**config.mk**
```make
export PLATFORM = sky130hd
export DESIGN_NAME = current_limited_pi_drive_with_slew
export DESIGN_NICKNAME = d
export VERILOG_FILES = /design/src/hw/rtl/clpd_pkg.sv /design/src/hw/rtl/current_limited_pi_drive_with_slew.sv
export SDC_FILE = /design/constraint.sdc
export NUM_CORES = 2
export LEC_CHECK = 0
export ABC_AREA = 1
export ABC_CLOCK_PERIOD_IN_PS = 9300
export BUFFER_PORTS_ARGS = -buffer_cell sky130_fd_sc_hd__buf_4
export CORE_ASPECT_RATIO = 0.8
export CORE_UTILIZATION = 35
export DETAILED_ROUTE_END_ITERATION = 16
export GPL_TIMING_DRIVEN = 0
export HOLD_SLACK_MARGIN = 0.06
export SETUP_SLACK_MARGIN = 0.15
export SLEW_MARGIN = 20
export SYNTH_ARGS = -nofsm -noshare
export SYNTH_HDL_FRONTEND = slang
export SYNTH_SLANG_ARGS = --single-unit
export TNS_END_PERCENT = 1
```
**constraint.sdc**
```tcl
create_clock -name clk -period 9.3 [get_ports clk]
set_input_delay 1.86 -clock clk [delete_from_list [all_inputs] [get_ports clk]]
set_output_delay 1.86 -clock clk [all_outputs]
set_load 0.005 [all_outputs]
```
**src/hw/rtl/clpd_pkg.sv**
```systemverilog
// Shared constants for the current-limited PI drive: register map, field widths, divide constants.
package clpd_pkg;

	localparam int CFG_IDX_W  = 3;
	localparam int CFG_DATA_W = 22;

	typedef logic [CFG_IDX_W-1:0] cfg_idx_t;

	localparam cfg_idx_t REG_KP_GAIN        = 3'd0;
	localparam cfg_idx_t REG_KI_GAIN        = 3'd1;
	localparam cfg_idx_t REG_INTEGRAL_LIMIT = 3'd2;
	localparam cfg_idx_t REG_CURRENT_LIMIT  = 3'd3;
	localparam cfg_idx_t REG_PWM_LIMIT      = 3'd4;
	localparam cfg_idx_t REG_SLEW_STEP      = 3'd5;

	localparam int GAIN_W  = 10;
	localparam int ILIM_W  = 22;
	localparam int LIM_W   = 15;
	localparam int DRIVE_W = 16;

	// floor(x/25) = (x * DIV25_RECIP) >> DIV25_SHIFT, exact for x < 2**31
	localparam logic [31:0] DIV25_RECIP = 32'd2748779070;
	localparam int          DIV25_SHIFT = 36;

endpackage

```
**src/hw/rtl/current_limited_pi_drive_with_slew.sv**
```systemverilog
// Current-limited PI drive with integral clamp and slew-limited drive level.
//
// Each input word carries a commanded drive and a measured current; each produces one
// result word with the duty magnitude, the drive direction and the clamped PI demand.
// The block is a six-stage pipeline plus an output register and takes one word per clock
// cycle unless in_stall is high. Every stage holds its word independently, so empty
// stages fill up while the output is stalled, and the input stalls only once the whole
// pipeline is full. The integral is updated in the first stage and the drive level in
// the last, each once per word and in input order. Registers are written through the cfg
// port (always ready) by the user, only while idle; the block does not enforce this.
module current_limited_pi_drive_with_slew
	import clpd_pkg::*;
#(
	parameter int PWM_FULL_SCALE = 1023
) (
	input  logic                         clk,
	input  logic                         arst_n,

	input  logic                         cfg_valid,
	output logic                         cfg_ready,
	input  logic [CFG_IDX_W-1:0]         cfg_index,
	input  logic [CFG_DATA_W-1:0]        cfg_data,

	input  logic                         in_valid,
	output logic                         in_stall,
	input  logic signed [DRIVE_W-1:0]    commanded_drive,
	input  logic signed [DRIVE_W-1:0]    measured_current,

	output logic                         out_valid,
	input  logic                         out_stall,
	output logic [LIM_W-1:0]             duty_magnitude,
	output logic                         drive_direction,
	output logic signed [DRIVE_W-1:0]    pi_demand
);

	localparam logic [ILIM_W-1:0] ILIM_RST = ILIM_W'(PWM_FULL_SCALE * 100);
	localparam logic [LIM_W-1:0]  PWM_RST  = LIM_W'(PWM_FULL_SCALE);
	localparam logic [LIM_W-1:0]  SLEW_RST = LIM_W'(PWM_FULL_SCALE / 25);

	// configuration
	logic [GAIN_W-1:0] kp_q, ki_q;
	logic [ILIM_W-1:0] int_lim_q;
	logic [LIM_W-1:0]  cur_lim_q, pwm_lim_q, slew_q;

	// state
	logic signed [22:0]        integ_q;
	logic signed [DRIVE_W-1:0] level_q;

	// pipeline valids and load enables
	logic v1_q, v2_q, v3_q, v4_q, v5_q, v6_q;
	logic ld1, ld2, ld3, ld4, ld5, ld6, ld7;

	// stage payloads
	logic signed [DRIVE_W-1:0] cmd_s1, meas_s1;
	logic signed [17:0]        err_s2;
	logic signed [22:0]        integ_s2;
	logic signed [27:0]        pkp_s3;
	logic signed [32:0]        pki_s3;
	logic [30:0]               x_s4;
	logic                      neg_s4;
	logic [26:0]               quo_s5;
	logic                      neg_s5;
	logic signed [DRIVE_W-1:0] dem_s6;

	// combinational
	logic signed [16:0] cmd_x, cur_lim_x, target;
	logic signed [17:0] err_x;
	logic signed [23:0] isum, int_lim_x, integ_new;
	logic signed [33:0] pi_sum;
	logic [32:0]        pi_mag;
	logic [62:0]        quo_prod;
	logic [LIM_W-1:0]   dem_mag;
	logic signed [17:0] lvl_x, dem_x, lvl_up, lvl_dn;
	logic signed [DRIVE_W-1:0] level_new;

	assign cfg_ready = 1'b1;

	// a stage loads when it is empty or its word moves on
	assign ld7 = !out_valid || !out_stall;
	assign ld6 = !v6_q || ld7;
	assign ld5 = !v5_q || ld6;
	assign ld4 = !v4_q || ld5;
	assign ld3 = !v3_q || ld4;
	assign ld2 = !v2_q || ld3;
	assign ld1 = !v1_q || ld2;
	assign in_stall = !ld1;

	// stage 1: target clamp, error, integral
	always_comb begin
		cmd_x     = 17'(cmd_s1);
		cur_lim_x = {2'b00, cur_lim_q};
		if (cmd_x > cur_lim_x)
			target = cur_lim_x;
		else if (cmd_x < -cur_lim_x)
			target = -cur_lim_x;
		else
			target = cmd_x;
		err_x     = 18'(target) - 18'(meas_s1);
		isum      = 24'(integ_q) + 24'(err_x);
		int_lim_x = {2'b00, int_lim_q};
		if (isum > int_lim_x)
			integ_new = int_lim_x;
		else if (isum < -int_lim_x)
			integ_new = -int_lim_x;
		else
			integ_new = isum;
	end

	// stage 3: PI sum, split into magnitude/4 and sign
	always_comb begin
		pi_sum = 34'(pkp_s3) + 34'(pki_s3);
		pi_mag = pi_sum[33] ? 33'(-pi_sum) : pi_sum[32:0];
	end

	// stage 4: divide by 25 (the /4 was taken as a shift)
	assign quo_prod = 63'(x_s4) * 63'(DIV25_RECIP);

	// stage 5: demand clamp
	assign dem_mag = (quo_s5 > 27'(pwm_lim_q)) ? pwm_lim_q : quo_s5[LIM_W-1:0];

	// stage 6: slew toward demand
	always_comb begin
		lvl_x  = 18'(level_q);
		dem_x  = 18'(dem_s6);
		lvl_up = lvl_x + 18'(slew_q);
		lvl_dn = lvl_x - 18'(slew_q);
		if (dem_x > lvl_up)
			level_new = lvl_up[DRIVE_W-1:0];
		else if (dem_x < lvl_dn)
			level_new = lvl_dn[DRIVE_W-1:0];
		else
			level_new = dem_s6;
	end

	always_ff @(posedge clk or negedge arst_n) begin
		if (!arst_n) begin
			kp_q      <= GAIN_W'(80);
			ki_q      <= GAIN_W'(1);
			int_lim_q <= ILIM_RST;
			cur_lim_q <= LIM_W'(32767);
			pwm_lim_q <= PWM_RST;
			slew_q    <= SLEW_RST;
			integ_q   <= '0;
			level_q   <= '0;
			v1_q      <= 1'b0;
			v2_q      <= 1'b0;
			v3_q      <= 1'b0;
			v4_q      <= 1'b0;
			v5_q      <= 1'b0;
			v6_q      <= 1'b0;
			out_valid <= 1'b0;
		end else begin
			if (cfg_valid && cfg_ready) begin
				unique case (cfg_index)
					REG_KP_GAIN:        kp_q      <= cfg_data[GAIN_W-1:0];
					REG_KI_GAIN:        ki_q      <= cfg_data[GAIN_W-1:0];
					REG_INTEGRAL_LIMIT: int_lim_q <= cfg_data[ILIM_W-1:0];
					REG_CURRENT_LIMIT:  cur_lim_q <= cfg_data[LIM_W-1:0];
					REG_PWM_LIMIT:      pwm_lim_q <= cfg_data[LIM_W-1:0];
					REG_SLEW_STEP:      slew_q    <= cfg_data[LIM_W-1:0];
					default: ;
				endcase
			end
			if (v1_q && ld2)
				integ_q <= integ_new[22:0];
			if (v6_q && ld7)
				level_q <= level_new;
			if (ld1) v1_q <= in_valid;
			if (ld2) v2_q <= v1_q;
			if (ld3) v3_q <= v2_q;
			if (ld4) v4_q <= v3_q;
			if (ld5) v5_q <= v4_q;
			if (ld6) v6_q <= v5_q;
			if (ld7) out_valid <= v6_q;
		end
	end

	always_ff @(posedge clk) begin
		if (ld1) begin
			cmd_s1  <= commanded_drive;
			meas_s1 <= measured_current;
		end
		if (ld2) begin
			err_s2   <= err_x;
			integ_s2 <= integ_new[22:0];
		end
		if (ld3) begin
			pkp_s3 <= $signed({1'b0, kp_q}) * 28'(err_s2);
			pki_s3 <= 33'($signed({1'b0, ki_q}) * 34'(integ_s2));
		end
		if (ld4) begin
			x_s4   <= pi_mag[32:2];
			neg_s4 <= pi_sum[33];
		end
		if (ld5) begin
			quo_s5 <= quo_prod[DIV25_SHIFT +: 27];
			neg_s5 <= neg_s4;
		end
		if (ld6)
			dem_s6 <= neg_s5 ? -DRIVE_W'(dem_mag) : DRIVE_W'(dem_mag);
		if (ld7) begin
			duty_magnitude  <= level_new[DRIVE_W-1] ? LIM_W'(-level_new) : level_new[LIM_W-1:0];
			drive_direction <= (level_new > 0);
			pi_demand       <= dem_s6;
		end
	end

endmodule
```
==> impl_metrics.py <==
metrics = {
    "status": {
        "run_status": "finished clean",
    },
    "die": {
        "dieArea_um2": 164000,
        "core_um2": 162000,
        "rows": 132,
        "initial_utilization_pct": 35.2,
        "fp.dieH_um": 363,
        "ioPinCount": 97,
        "die_w_um": 453,
    },
    "final_layout": {
        "multi_input_area_um2": 39900,
        "final_nets": 8627,
        "fillers": 16445,
        "utilization_pct": 38.8,
        "drive_above_1_share_pct": 5.82,
        "syn2layout_area_growth_pct": 10.0,
        "regArea_um2": 10600,
        "final_cells": 9260,
    },
    "cts": {
        "clkLatencyLatePin_ps": 660,
        "path_clk_slew_ps": 60,
        "htreeDepth": 2,
        "cts_tree": "yes",
        "cts.path.max_buffers": 3,
        "cts_buffers": 46,
        "cts_sinks": 375,
        "clockRootBuffer": "clkbuf_16",
    },
    "sta": {
        "setup_viol": 0,
        "hold_viol": 0,
        "fmax_mhz": 116,
        "fin_skew_ps": 44.8,
        "maxSlewViolCount": 0,
        "worstMarginPinSlew_ps": 904,
        "fin_crit_ps": 8650,
        "fin_crit_sh_pct": 93.0,
        "rsz0062_at_grt": "false",
        "relSlewSlack_pct": 39.7,
    },
    "placement": {
        "dp_hpwl_mm": 145,
        "gp_congestion": 0.979,
        "port_buffers": 95,
        "dp.cells": 9148,
    },
    "worst_setup_path": {
        "crit_path_max_incr_delay_ps": 400,
        "endpoint_kind": "flip-flop",
        "cp_slowest_cell": "dfstp_2",
        "critPathKind": "flip-flop to flip-flop",
        "cp.arrival_ps": 9040,
        "worst_path_most_repeated_cell": "nand2_1",
        "cp-start-kind": "flip-flop",
        "ff2ff_setup_slack_ps": 650,
        "critPathMaxFanout": 10,
        "worstPathRequired_ps": 9700,
    },
    "min_path": {
        "hp-class": "flip-flop to flip-flop",
    },
    "global_route": {
        "grt_use_met2_pct": 31.7,
        "use_met3_pct": 3.48,
        "grt_first_pass_wirelength_mm": 265,
        "met1_usage_pct": 30.8,
        "antenna_found_initial": 6,
        "grt.total_usage_pct": 20.9,
        "gr-total-overflow": 0,
        "grt_most_used_layer": "met2",
        "grt_pass1_vias": 45698,
        "grt_max_degree": 84,
    },
    "route": {
        "postRouteAntennaNets": 0,
        "drcViolationCount": 0,
        "wl_mm": 171,
        "num_vias": 45553,
        "drt_iter0_markers": 3477,
        "wl_per_cell_um": 18.4,
        "vias_per_cell": 4.92,
        "dr.pass1.iters": 6,
    },
    "logic_synthesis": {
        "netlist.area_leader.share_pct": 25.9,
        "synth_area_um2": 57000,
        "syn_area_per_cell_um2": 8.25,
        "synth_edf_count": 242,
        "synth_area_leaders": "fa_1 26%, ha_1 16%, edfxtp_1 13%",
        "syn_nets": 8454,
        "ys_seq_elements": 375,
        "yosys_most_used_dff": "edfxtp_1",
        "yosys.area.top_type": "fa_1",
        "synth_cell_type_count": 57,
        "synth_seq_area_share_pct": 18.7,
        "synth.most_common_cell": "inv_1",
        "syn_inst": 6906,
        "synthTopCellsByCount": "1662 x inv_1, 1487 x nand2_1, 750 x ha_1",
        "yosysWarnings": 0,
        "postSynth.asyncResetShare_pct": 35.5,
    },
    "run": {
        "drv_cap": 0,
    },
}
## layer usage
| layer | up-vias | routed length [um] |
|---|---|---|
| met2 | 1357 | 72800 |
| met5 | - | 24 |
| li1 | 21724 | - |
| met1 | 22274 | 81400 |
| met4 | 4 | 4260 |
| met3 | 194 | 12100 |
## per-stage QoR
step           hold slack [ps]  TNS, ps  instance area (um2)  setup slack, ps
6_report                   424        0                62700              653
5_1_grt                    444        0                62700             67.2
4_1_cts                    429        0                62000              151
3_5_place_dp               414   -13000                60500             -409
3_3_place_gp               413   -86010                60400            -2190
2_1_floorplan              400        0                57000              419
## cells by family (layout without fill, tap and decap cells)
logic type / after synthesis / count (layout) / synth area share, %
AND/OR/NAND/NOR: 2288 / 2288 / 16.6
buffers and inverters: 1813 / 2022 / 12.1
adder cells (fa/ha/maj): 1486 / 1486 / 42.3
AO/OA/AOI/OAI: 721 / 721 / 6.90
flip-flops: 375 / 375 / 18.7
XOR/XNOR: 222 / 222 / 3.41
other: 1 / 2 / 0.00658
## worst max-delay path, delay by kind of cell (launching register included)
family	cells	cell delay, ps
adder cells (fa/ha/maj)	6	1540
AO/OA/AOI/OAI	14	2010
AND/OR/NAND/NOR	23	3060
flip-flops	1	400
buffers and inverters	8	890
XOR/XNOR	2	460
## registers in the layout, indices dropped and copies added, names as in the netlist, 10 cells and up
name	cells
meas_s1	16
ki_q	10
pi_demand	16
pwm_lim_q	15
dem_s6	16
pkp_s3	28
cur_lim_q	15
level_q	16
err_s2	18
duty_magnitude	15
slew_q	15
int_lim_q	22
kp_q	10
integ_q	23
cmd_s1	16
quo_s5	27
x_s4	31
pki_s3	33
integ_s2	23
## layout by cell type, fill, tap and decap left out, types with 60 or more instances in the layout
cell type / n
a21oi_1: 295
nand3_1: 244
edfxtp_1: 242
inv_1: 1654
o21ai_0: 264
xor2_1: 151
buf_4: 132
nand2_1: 1476
dfrtp_1: 93
fa_1: 735
nor2_1: 335
ha_1: 738
clkbuf_1: 98
nand4_1: 60
## path summary, 6_finish.rpt
check,start,end,depth (start not counted)
worst min-delay path,neg_s4$_DFFE_PP_,neg_s5$_DFFE_PP_,0
max in group asynchronous,arst_n,cur_lim_q[6]$_DFFE_PN1P_,2
worst min register to register,neg_s4$_DFFE_PP_,neg_s5$_DFFE_PP_,0
worst max register to register,cur_lim_q[1]$_DFFE_PN1P_,integ_s2[19]$_DFFE_PP_,53
worst max-delay path,cur_lim_q[1]$_DFFE_PN1P_,integ_s2[19]$_DFFE_PP_,53
min in group asynchronous,arst_n,out_valid$_DFFE_PN0N_,1
## cell type report
type | instances | share of cell area (%)
plain buffers | 146 | 1.06
diodes | 1 | 0.00399
flip-flops and latches | 375 | 17.0
repair buffers | 125 | 1.59
multi-input cells | 4718 | 63.7
well taps | 2144 | 4.28
clock inverters | 29 | 0.457
inverters | 1667 | 9.99
clock buffers | 55 | 1.92
## repair_timing
action                                  CTS  global route
gates resized for setup                  17           110
pin swaps                                 1            34
endpoints found under the setup margin   46            46
setup buffers                             3            24
hold buffers                              0             0
Power is not shown: default switching activity piles up to over one toggle a cycle in this logic, so the estimate is an artifact.
